File: src/hdl/scpa_pkg.sv
// Shared types, constants and a helper function of the size-class pool allocator.
package scpa_pkg;

	localparam int NUM_CLASSES = 16;
	localparam int CHUNKS      = 1024;
	localparam int CLS_W       = $clog2(NUM_CLASSES);
	localparam int IDX_W       = $clog2(CHUNKS);
	localparam int CNT_W       = IDX_W + 1;
	localparam int ADDR_W      = CLS_W + IDX_W;
	localparam int LINK_DEPTH  = NUM_CLASSES * CHUNKS;
	localparam int OFF_W       = 40;
	localparam int LG_MIN      = 3;
	localparam int LG_MAX      = 12;

	typedef enum logic [1:0] {
		ACT_ALLOC    = 2'd0,
		ACT_FREE     = 2'd1,
		ACT_FREE_ALL = 2'd2,
		ACT_NONE     = 2'd3
	} action_t;

	typedef enum logic [1:0] {
		ST_DONE      = 2'd0,
		ST_TOO_LARGE = 2'd1,
		ST_FULL      = 2'd2,
		ST_BAD_ADDR  = 2'd3
	} status_t;

	typedef enum logic [1:0] {
		REG_MIN_LOG2  = 2'd0,
		REG_MAX_FAST  = 2'd1,
		REG_ACTIVE    = 2'd2,
		REG_UNUSED    = 2'd3
	} reg_idx_t;

	// Effective configuration handed from the register block to the datapath.
	typedef struct packed {
		logic [3:0]       lg;
		logic [31:0]      max_fast;
		logic [CNT_W-1:0] act;
		logic [CLS_W:0]   ncls;
	} cfg_t;

	// Smallest r with 2^r >= v.
	function automatic logic [5:0] ceil_log2_32(input logic [31:0] v);
		logic [31:0] m;
		logic [5:0]  r;
		m = v - 32'd1;
		r = '0;
		if (v > 32'd1) begin
			for (int i = 0; i < 32; i++) begin
				if (m[i]) r = 6'(i + 1);
			end
		end
		return r;
	endfunction

endpackage

File: src/hdl/scpa_cfg_regs.sv
// APB configuration registers and the derived effective settings.
module scpa_cfg_regs import scpa_pkg::*; (
	input  logic        clk,
	input  logic        arst_n,
	input  logic        psel,
	input  logic        penable,
	input  logic        pwrite,
	input  logic [3:0]  paddr,
	input  logic [31:0] pwdata,
	output logic [31:0] prdata,
	output logic        pready,
	output cfg_t        cfg
);

	logic [3:0]       min_log2_q;
	logic [31:0]      max_fast_q;
	logic [CNT_W-1:0] active_q;
	logic [CLS_W:0]   ncls_q;
	reg_idx_t         ridx;
	logic [3:0]       lg;
	logic [CNT_W-1:0] act;
	logic [5:0]       ncl;

	assign pready = 1'b1;
	assign ridx   = reg_idx_t'(paddr[3:2]);

	always_ff @(posedge clk or negedge arst_n) begin
		if (!arst_n) begin
			min_log2_q <= 4'(LG_MIN);
			max_fast_q <= 32'd4096;
			active_q   <= CNT_W'(CHUNKS);
		end else if (psel && penable && pwrite) begin
			unique case (ridx)
				REG_MIN_LOG2: min_log2_q <= pwdata[3:0];
				REG_MAX_FAST: max_fast_q <= pwdata;
				REG_ACTIVE:   active_q   <= pwdata[CNT_W-1:0];
				default: ;
			endcase
		end
	end

	always_comb begin
		unique case (ridx)
			REG_MIN_LOG2: prdata = {28'd0, min_log2_q};
			REG_MAX_FAST: prdata = max_fast_q;
			REG_ACTIVE:   prdata = {{(32-CNT_W){1'b0}}, active_q};
			default:      prdata = '0;
		endcase
	end

	always_comb begin
		if (min_log2_q < 4'(LG_MIN))      lg = 4'(LG_MIN);
		else if (min_log2_q > 4'(LG_MAX)) lg = 4'(LG_MAX);
		else                              lg = min_log2_q;
		if (active_q == '0)                   act = CNT_W'(1);
		else if (active_q > CNT_W'(CHUNKS))   act = CNT_W'(CHUNKS);
		else                                  act = active_q;
		ncl = ceil_log2_32(max_fast_q >> lg) + 6'd1;
	end

	always_ff @(posedge clk or negedge arst_n) begin
		if (!arst_n) begin
			ncls_q <= '0;
		end else if (ncl > 6'(NUM_CLASSES)) begin
			ncls_q <= (CLS_W+1)'(NUM_CLASSES);
		end else begin
			ncls_q <= ncl[CLS_W:0];
		end
	end

	assign cfg.lg       = lg;
	assign cfg.max_fast = max_fast_q;
	assign cfg.act      = act;
	assign cfg.ncls     = ncls_q;

endmodule

File: config.mk
export PLATFORM = sky130hd
export DESIGN_NAME = scpa_cfg_regs
export DESIGN_NICKNAME = d
export VERILOG_FILES = /design/src/hdl/scpa_pkg.sv /design/src/hdl/scpa_cfg_regs.sv
export SDC_FILE = /design/constraint.sdc
export NUM_CORES = 1
export LEC_CHECK = 0
export BUFFER_PORTS_ARGS = -buffer_cell sky130_fd_sc_hd__buf_2
export CAP_MARGIN = 20
export CORE_UTILIZATION = 52
export CTS_CLUSTER_DIAMETER = 100
export DETAILED_ROUTE_END_ITERATION = 7
export GPL_TIMING_DRIVEN = 0
export HOLD_SLACK_MARGIN = 0.1
export PLACE_DENSITY_LB_ADDON = 0.2
export SLEW_MARGIN = 25
export SYNTH_ARGS = -nofsm -noshare
export SYNTH_HDL_FRONTEND = slang
export SYNTH_SLANG_ARGS = --single-unit
File: constraint.sdc
create_clock -name clk -period 5.8 [get_ports clk]
set_input_delay 0.87 -clock clk [delete_from_list [all_inputs] [get_ports clk]]
set_output_delay 0.87 -clock clk [all_outputs]
set_load 0.005 [all_outputs]
== Word level (Yosys, flattened, before mapping) ==
Cells that the tools add are included.
Operators by class
  magnitude comparators: 5
  shifts and indexed selects: 1
  equality and inequality tests: 2
  add/subtract/negate cells: 2
  reductions and logical operators: 7
  multiplexer cells: 39
Operators by type and width (count)
  $mux W6: 32
  $pmux W32 S3: 1
  $gt A32 B1 Y1 const B: 1
  $shr A32 B4 Y32: 1
  $sub A32 B1 Y32 const B: 1
  $mux W11: 2
  $gt A11 B11 Y1 const B: 1
  $logic_not A11 Y1: 1
  $mux W4: 2
  $add A6 B1 Y6 const B: 1
  $gt A6 B5 Y1 const B: 1
  $reduce_and A2 Y1: 3
  $mux W5: 1
  $gt A4 B4 Y1 const B: 1
  $lt A4 B2 Y1 const B: 1
  $eq A2 B1 Y1 const B: 1
  $eq A2 B2 Y1 const B: 1
  $logic_and A1 B1 Y1: 2
  $logic_not A2 Y1: 1
  $mux W1: 1
Storage, ports and cells
  input bits: 41
  word-level logic and storage cells: 60
  flip-flop bits (word level): 52
  output and inout bits: 85

== Logic depth before layout (Yosys ltp) ==
Gate-level depths: netlist of the first run.
  depth in word-level cells: 41
  mapped depth: 29
  depth with buffers taken out: 24

== Least setup slack after synthesis of the first run ==
No wires, ideal clock.
  kind: reg2reg
  start: register min_log2_q[3]
  end: register ncls_q[0]
  required time: 5.714 ns
  path slack: -0.090 ns
  cell stages (with the launch flop): 29
  path buffers: 9
  arrival: 5.804 ns
  clock period less this slack: 5.890 ns
  path through: dfrtp_1 buf_6 buf_4 buf_2 buf_2 buf_2 buf_2 buf_1 clkbuf_1 a21o_1 ha_1 nand2_1 a221oi_2 a32o_1 buf_4 o2111ai_4 or3_1 or3_1 a221o_1 a2111o_1 o22ai_2 a2111oi_1 ha_1 inv_1 o2111ai_1 a21oi_1 inv_1 a32o_1 nor3_1
Between the ends
  word-level cells in the longest chain between the ends: 41
  elaborated cells on any way between the ends: 43
  classes of those cells: add/sub (2); order compare (4); shift (1); mux (36)
RTL lines
  start, declared: RTL line scpa_cfg_regs.sv:15  | logic [3:0] min_log2_q;
  start signal, assigned: RTL line scpa_cfg_regs.sv:29  | min_log2_q <= 4'(LG_MIN);
  start signal, assigned: RTL line scpa_cfg_regs.sv:34  | REG_MIN_LOG2: min_log2_q <= pwdata[3:0];
  $gt A4 B4 Y1: RTL line scpa_cfg_regs.sv:53  | else if (min_log2_q > 4'(LG_MAX)) lg = 4'(LG_MAX);
  $mux W4: RTL line scpa_cfg_regs.sv:53
  $mux W4 (*): RTL line scpa_cfg_regs.sv:52  | if (min_log2_q < 4'(LG_MIN)) lg = 4'(LG_MIN);
  $shr A32 B4 Y32 (*): RTL line scpa_cfg_regs.sv:58  | ncl = ceil_log2_32(max_fast_q >> lg) + 6'd1;
  $sub A32 B1 Y32: RTL line scpa_pkg.sv:48  | m = v - 32'd1;
  $mux W1: RTL line scpa_pkg.sv:52  | if (m[i]) r = 6'(i + 1);
  $mux W6 (31 in series): RTL line scpa_pkg.sv:52
  $mux W6 (*): RTL line scpa_pkg.sv:50  | if (v > 32'd1) begin
  $add A6 B1 Y6 (*): RTL line scpa_cfg_regs.sv:58
  $gt A6 B5 Y1: RTL line scpa_cfg_regs.sv:64  | end else if (ncl > 6'(NUM_CLASSES)) begin
  $mux W5 (*): RTL line scpa_cfg_regs.sv:64
  end signal, assigned: RTL line scpa_cfg_regs.sv:65  | ncls_q <= (CLS_W+1)'(NUM_CLASSES);
  end signal, assigned: RTL line scpa_cfg_regs.sv:67  | ncls_q <= ncl[CLS_W:0];
  end, declared: RTL line scpa_cfg_regs.sv:18  | logic [CLS_W:0] ncls_q;
Mark *: on every way between the ends. The rest lies on a longest branch, timed or not.
A chain may end at the register's enable or synchronous reset.

== Worst setup path in the final report of the first run ==
  start: register min_log2_q[2]
  end: register ncls_q[0]
Same word-level chain as after synthesis.

==> results of run 1 <==
## cell families (layout without fill, tap and decap cells)
group / count (synthesis) / after routing / share of synthesized area [%]
flops: 52 / 52 / 19.3
mux: 97 / 97 / 16.0
xor+xnor: 14 / 14 / 1.82
other cells: 1 / 1 / 0.0555
buf+inv: 91 / 248 / 7.02
fa+ha+maj: 7 / 7 / 1.22
simple gates: 292 / 292 / 25.7
compound gates: 238 / 238 / 28.9
## synth_stat cells (6+ instances only)
library cell | count | share of area (%)
nand2b_1 | 8 | 0.74
buf_2 | 25 | 1.9
and3_1 | 7 | 0.65
a22oi_1 | 10 | 1.1
nor3_1 | 23 | 1.7
o31ai_1 | 6 | 0.67
and2_1 | 43 | 4.0
nor3b_1 | 6 | 0.67
buf_6 | 11 | 1.8
o21a_1 | 7 | 0.78
mux2_2 | 50 | 8.3
a32oi_1 | 9 | 1.2
mux2_1 | 6 | 1.0
o21ai_0 | 27 | 2.0
dfrtp_1 | 48 | 18
mux2i_1 | 38 | 5.6
xor2_1 | 7 | 0.91
nor2b_1 | 19 | 1.8
a22o_1 | 8 | 1.0
o21bai_1 | 6 | 0.67
a21oi_1 | 23 | 1.7
o22ai_1 | 12 | 1.1
nand2_1 | 52 | 2.9
a32o_1 | 7 | 1.0
a221oi_1 | 7 | 0.91
nand3_1 | 20 | 1.5
nor4_1 | 10 | 0.93
inv_1 | 12 | 0.67
nor2_1 | 46 | 2.6
or3_1 | 8 | 0.74
clkbuf_1 | 33 | 1.8
a221o_1 | 10 | 1.5
o211ai_1 | 9 | 1.0
a31oi_1 | 7 | 0.65
xnor2_1 | 7 | 0.91
## what timing repair did
| item | 4_1_cts | 5_1_grt |
|---|---|---|
| setup endpoints to repair | 5 | 5 |
| pin swaps | 6 | 22 |
| buffers inserted | 12 | 21 |
| resized for setup | 37 | 24 |
## critical path, stage by stage (launching register included)
cell and delay, ps:
dfrtp_1 420, clkbuf_4 200, buf_2 200, buf_2 230, nor2_1 210, nor2_1 60
nand2_1 110, o21ba_4 170, o21a_1 160, ha_2 220, nand2_2 90, a221oi_4 230
a32o_2 180, buf_6 110, o2111ai_4 150, or3_1 400, or3_1 370, a221o_1 330
a2111o_1 330, o22ai_4 190, a2111oi_4 70, ha_2 240, inv_2 80, o2111ai_2 110
a21oi_2 270, inv_2 80, a32o_2 260, nor3_2 160
## power breakdown
part | internal (µW) | total [µW] | switching (µW)
Sequential | 453 | 575 | 122
Combinational | 1170 | 2830 | 1660
Clock | 206 | 346 | 140
Total | 1830 | 3750 | 1920
## flip-flops by register name (all words and copies together) (netlist names)
register,flops
ncls_q,5
active_q,11
max_fast_q,32
min_log2_q,4
## final timing paths
kind / startpoint / endpoint
max in group asynchronous: arst_n / ncls_q[3]
min: max_fast_q[1] / max_fast_q[1]
min reg2reg: max_fast_q[1] / max_fast_q[1]
min in group asynchronous: arst_n / active_q[2]
max: min_log2_q[2] / ncls_q[0]
max reg2reg: min_log2_q[2] / ncls_q[0]
## through the flow
step | instances | worst slack, ps | cell area [µm²] | power [µW] | setup TNS (ps)
final | 1121 | 59.2 | 8250 | 3750 | 0
after global routing | 1121 | -250 | 8250 | 3960 | -588
after CTS | 1101 | 2.07 | 7980 | 3510 | 0
after detailed placement | 1084 | -1320 | 7580 | 3030 | -5450
after global placement | 1084 | -1220 | 7570 | 3010 | -4940
after floorplan | 792 | 103 | 6760 | 2350 | 0
## layout make-up
class,instances,area (µm²)
fill,1129,4370
multi-input combinational,649,5160
clock inverter,2,38.8
tap,172,215
timing repair buffer,153,851
inverter,14,52.6
clock buffer,6,129
sequential,52,1310
buffer,73,495
## routing by layer
| metal | global-route usage (%) | vias up | share of wire [%] |
|---|---|---|---|
| li1 | - | 3364 | - |
| met1 | 50.4 | 3616 | 41 |
| met2 | 53.1 | 518 | 44 |
| met3 | 5.96 | 87 | 11 |
| met4 | 15.1 | 0 | 4.0 |
| met5 | 0 | - | 0 |
==> impl_metrics.py, run 1 <==
metrics = {
    "status": {
        "status": "finished, final reports clean",
    },
    "floorplan": {
        "die_w_um": 116,
        "io_pins": 126,
        "core_mm2": 0.0126,
        "start_util_pct": 53.5,
        "rows": 41,
        "die_y_um": 116,
        "fp.dieArea_mm2": 0.0135,
    },
    "power_and_ir_drop": {
        "power.leakage_uw": 0.00350,
        "ir_drop_uv": 265,
        "powerDensity_mw_per_mm2": 455,
    },
    "place": {
        "numPortBuffers": 120,
        "hpwl_um": 17800,
        "gp_congestion": 0.992,
    },
    "sta": {
        "hold_viol": 0,
        "whs_ps": 539,
        "relSlewSlack_pct": 39.1,
        "fin_crit_sh_pct": 99.0,
        "fmax_ghz": 0.174,
        "worst_pin_slew_ps": 890,
        "post-route-min-period_ps": 5740,
        "final_max_slew_viol_count": 0,
        "setup_viol": 0,
        "rsz0062_at_grt": "yes",
        "clock_skew_ps": 7.38,
    },
    "clock_tree": {
        "root_buffer": "clkbuf_16",
        "cts.sinks": 52,
        "path_clk_slew_ps": 70,
        "cts_made_buffers": 5,
        "cts_buffer_depth": 2,
        "cts_tree": "yes",
        "ctsHoldBuffers": 0,
        "htreeDepth": 2,
        "worstSkewPairLatency_ps": 310,
    },
    "yosys": {
        "synth_cell_types": 108,
        "synth_edf_count": 0,
        "seq_area_frac_synth_pct": 19.3,
        "syn_avg_cell_area_um2": 8.53,
        "yosys_most_used_dff": "dfrtp_1",
        "synth.cell_area_mm2": 0.00676,
        "syn_nets": 838,
        "async_flop_share_pct": 100,
        "yosysWarnings": 0,
        "ys_ff_latch": 52,
        "netlist_instances": 792,
    },
    "finish": {
        "num_antenna_cells": 0,
        "drive_gt1_share_pct": 34.6,
        "final_util_pct": 65.4,
        "nets": 994,
        "final_common_cell": "buf_2",
        "syn2layout_area_growth_pct": 22.2,
        "final_cell_mix": "buf_2, nand2_1, mux2_2",
    },
    "detailed_routing": {
        "drt_pass1_iterations": 6,
        "drc": 0,
        "postRouteAntennaNets": 0,
        "drtIter0Drc": 1103,
        "via_count": 7585,
        "vias_per_cell": 6.77,
        "wl_per_cell_um": 21.5,
        "drt_wl_total_um": 24100,
    },
    "critical_path": {
        "critPathMaxFanout": 10,
        "worstPathArrival_ps": 5960,
        "r2r_slack_ps": 60,
        "cp.required_ps": 6020,
        "r2r_cells": 27,
        "worst_setup_path_start_kind": "flop",
        "path_class": "flop to flop",
        "end_kind": "flop",
    },
    "worst_hold_path": {
        "min_path_type": "flop to flop",
        "whs_path_depth": 1,
    },
    "global_routing": {
        "antenna_found_initial": 0,
        "grt_first_pass_wirelength_um": 36900,
        "grt_pass1_vias": 6709,
        "track_usage_pct": 35.5,
        "grt_start_max_net_pins": 53,
        "grt-ovfl-total": 0,
    },
    "job": {
        "cap_violations": 0,
    },
}
No activity file was read; power rests on OpenSTA's default activity.
==> run 2: changes to the inputs <==
- ABC_AREA: unset -> 1
- CORE_UTILIZATION: 52 -> 50
==> impl_metrics.py, run 2 <==
metrics = {
    "sta": {
        "final_max_slew_viol_count": 0,
        "clock_skew_ps": 16.0,
        "relSlewSlack_pct": 56.6,
        "post-route-min-period_ps": 4890,
        "hold_viol": 0,
        "worst_pin_slew_ps": 651,
        "final.setup.tns_ps": 0,
        "setup_viol": 0,
        "rsz0062_at_grt": "no",
        "fin_crit_sh_pct": 84.2,
        "fmax_ghz": 0.205,
    },
    "critical_path": {
        "startpoint": "min_log2_q[2]",
        "regToRegEndpoint": "ncls_q[3]",
        "critical_path.max_stage_delay_ps": 390,
        "r2r_cells": 46,
        "r2r_start": "min_log2_q[2]",
        "r2r_slack_ps": 910,
        "cp.required_ps": 6010,
        "slowest_stage": "dfrtp_1",
        "worst_setup_path_start_kind": "flop",
        "cpMostUsedCell": "nand2_1",
        "worstPathArrival_ps": 5100,
        "path_class": "flop to flop",
        "end_kind": "flop",
        "critPathMaxFanout": 10,
    },
    "global_routing": {
        "grtUsageMet2_pct": 45.6,
        "antenna_found_initial": 0,
        "grt_start_max_net_pins": 53,
        "track_usage_pct": 27.4,
        "use_met1_pct": 38.2,
        "grt_pass1_vias": 4799,
        "busiest_layer": "met2",
        "grt_first_pass_wirelength_um": 22400,
        "grtUsageMet3_pct": 2.87,
        "grt-ovfl-total": 0,
    },
    "floorplan": {
        "rows": 36,
        "io_pins": 126,
        "fp.dieArea_mm2": 0.0104,
        "die_w_um": 102,
        "core_mm2": 0.00973,
        "die_y_um": 102,
        "start_util_pct": 51.4,
    },
    "yosys": {
        "ys_ff_latch": 52,
        "syn_nets": 873,
        "synth_cell_types": 48,
        "netlist_top_cells_count": "nand2_1, inv_1, nor2_1",
        "yosys.area.top_type_share_pct": 24.0,
        "synth_top_cell_by_area": "dfrtp_1",
        "synth_edf_count": 0,
        "yosys_most_used_dff": "dfrtp_1",
        "syn_avg_cell_area_um2": 6.05,
        "synth.cell_area_mm2": 0.00500,
        "async_flop_share_pct": 100,
        "yosysWarnings": 0,
        "seq_area_frac_synth_pct": 26.1,
        "yosysMostFrequentCell": "nand2_1",
        "netlist_instances": 827,
        "synth_area_leaders": "dfrtp_1, nand2_1, inv_1, nand3_1, nor2_1",
    },
    "worst_hold_path": {
        "min_path_type": "flop to flop",
        "whs_path_depth": 2,
        "hp-start": "min_log2_q[1]",
        "min_to": "min_log2_q[1]",
    },
    "power_and_ir_drop": {
        "p_seq_share_pct": 21.1,
        "power_switching_uw": 1260,
        "intPower_uw": 1160,
        "swShare_pct": 52.0,
        "power_frac_clock_pct": 10.7,
        "ir_drop_uv": 213,
        "power.leakage_uw": 0.00316,
        "combPwrFrac_pct": 68.3,
        "power.total_uw": 2420,
        "powerDensity_mw_per_mm2": 410,
    },
    "clock_tree": {
        "htreeDepth": 2,
        "cts_resized": 0,
        "cts.sinks": 52,
        "worstSkewPairLatency_ps": 320,
        "cts_made_buffers": 5,
        "cts_tree": "yes",
        "ctsHoldBuffers": 0,
        "cts_buffer_depth": 2,
        "root_buffer": "clkbuf_8",
        "post_cts_buffers": 0,
        "path_clk_slew_ps": 110,
    },
    "finish": {
        "syn2layout_area_growth_pct": 17.9,
        "final_common_cell": "nand2_1",
        "num_antenna_cells": 0,
        "largest_reg_flops": 32,
        "largest-register": "max_fast_q",
        "num-fill-cells": 1033,
        "nets": 1002,
        "top_regs": "max_fast_q: 32 flops, active_q: 11 flops, ncls_q: 5 flops",
        "drive_gt1_share_pct": 20.6,
        "final_cell_mix": "nand2_1, buf_2, inv_1",
    },
    "detailed_routing": {
        "via_count": 5500,
        "wl_per_cell_um": 12.8,
        "drt_wl_total_um": 13900,
        "drt_pass1_iterations": 6,
        "drtIter0Drc": 367,
        "vias_per_cell": 5.05,
        "drc": 0,
        "postRouteAntennaNets": 0,
    },
    "place": {
        "gp_congestion": 0.926,
        "hpwl_um": 11500,
        "numPortBuffers": 122,
    },
    "status": {
        "status": "finished, final reports clean",
    },
    "job": {
        "cap_violations": 0,
    },
}
[run 2: layout make-up]
type	count	area (µm²)	area share, %
multi-input cells	615	3010	51.0
flip-flops and latches	52	1310	22.2
repair buffers	122	613	10.4
inverters	122	479	8.13
plain buffers	38	210	3.56
well taps	133	166	2.82
clock buffers	5	68.8	1.17
clock inverters	3	46.3	0.785
[run 2: worst max-delay path by stage]
stage	slack (ps)	endpoint
floorplan	1620	ncls_q[3]
global placement	1020	ncls_q[3]
detailed placement	930	ncls_q[3]
CTS	910	ncls_q[3]
global route	330	ncls_q[3]
finish	910	ncls_q[3]
[run 2: metrics by stage]
stage | hold WS, ps | setup slack, ps | utilization, % | instances | cell area [µm²]
finish | 526 | 915 | 60.6 | 1090 | 5900
global route | 557 | 330 | 60.6 | 1090 | 5900
CTS | 516 | 905 | 60.6 | 1090 | 5900
detailed placement | 502 | 925 | 59.4 | 1082 | 5780
global placement | 496 | 1020 | 59.4 | 1082 | 5780
floorplan | 475 | 1620 | - | 827 | 5000
[run 2: worst max-delay path, delay by kind of cell (launching register included)]
kind,cells,cell delay [ps]
adders and majority gates,2,410
AOI/OAI and AO/OA,2,300
DFF,1,390
buffers and inverters,9,990
xor gates and xnor gates,2,390
and+or+nand+nor,31,2270
[run 2: cells by family (layout without fill, tap and decap cells)]
group	after synthesis	in the layout	share of synthesized area, %
flip-flops	52	52	26.1
XOR/XNOR	23	23	4.18
adder cells (fa/ha/maj)	5	5	1.25
buffers and inverters	160	290	13.8
multiplexers	2	2	0.400
AND/OR/NAND/NOR	457	457	40.1
other	1	1	0.0750
AO/OA/AOI/OAI	127	127	14.1
[run 2: metal layers]
| metal | up-vias | wire length (µm) |
|---|---|---|
| met5 | - | 0 |
| met4 | 0 | 181 |
| met3 | 18 | 700 |
| met1 | 2437 | 6470 |
| li1 | 2865 | - |
| met2 | 180 | 6560 |
[run 2: power by group through the flow]
stage	logic, µW	registers, µW	clock network, µW
after global placement	1620	514	0
after floorplan	1230	513	0
after detailed placement	1640	516	0
after CTS	1640	510	263
final	1650	509	258
after global routing	1870	521	279
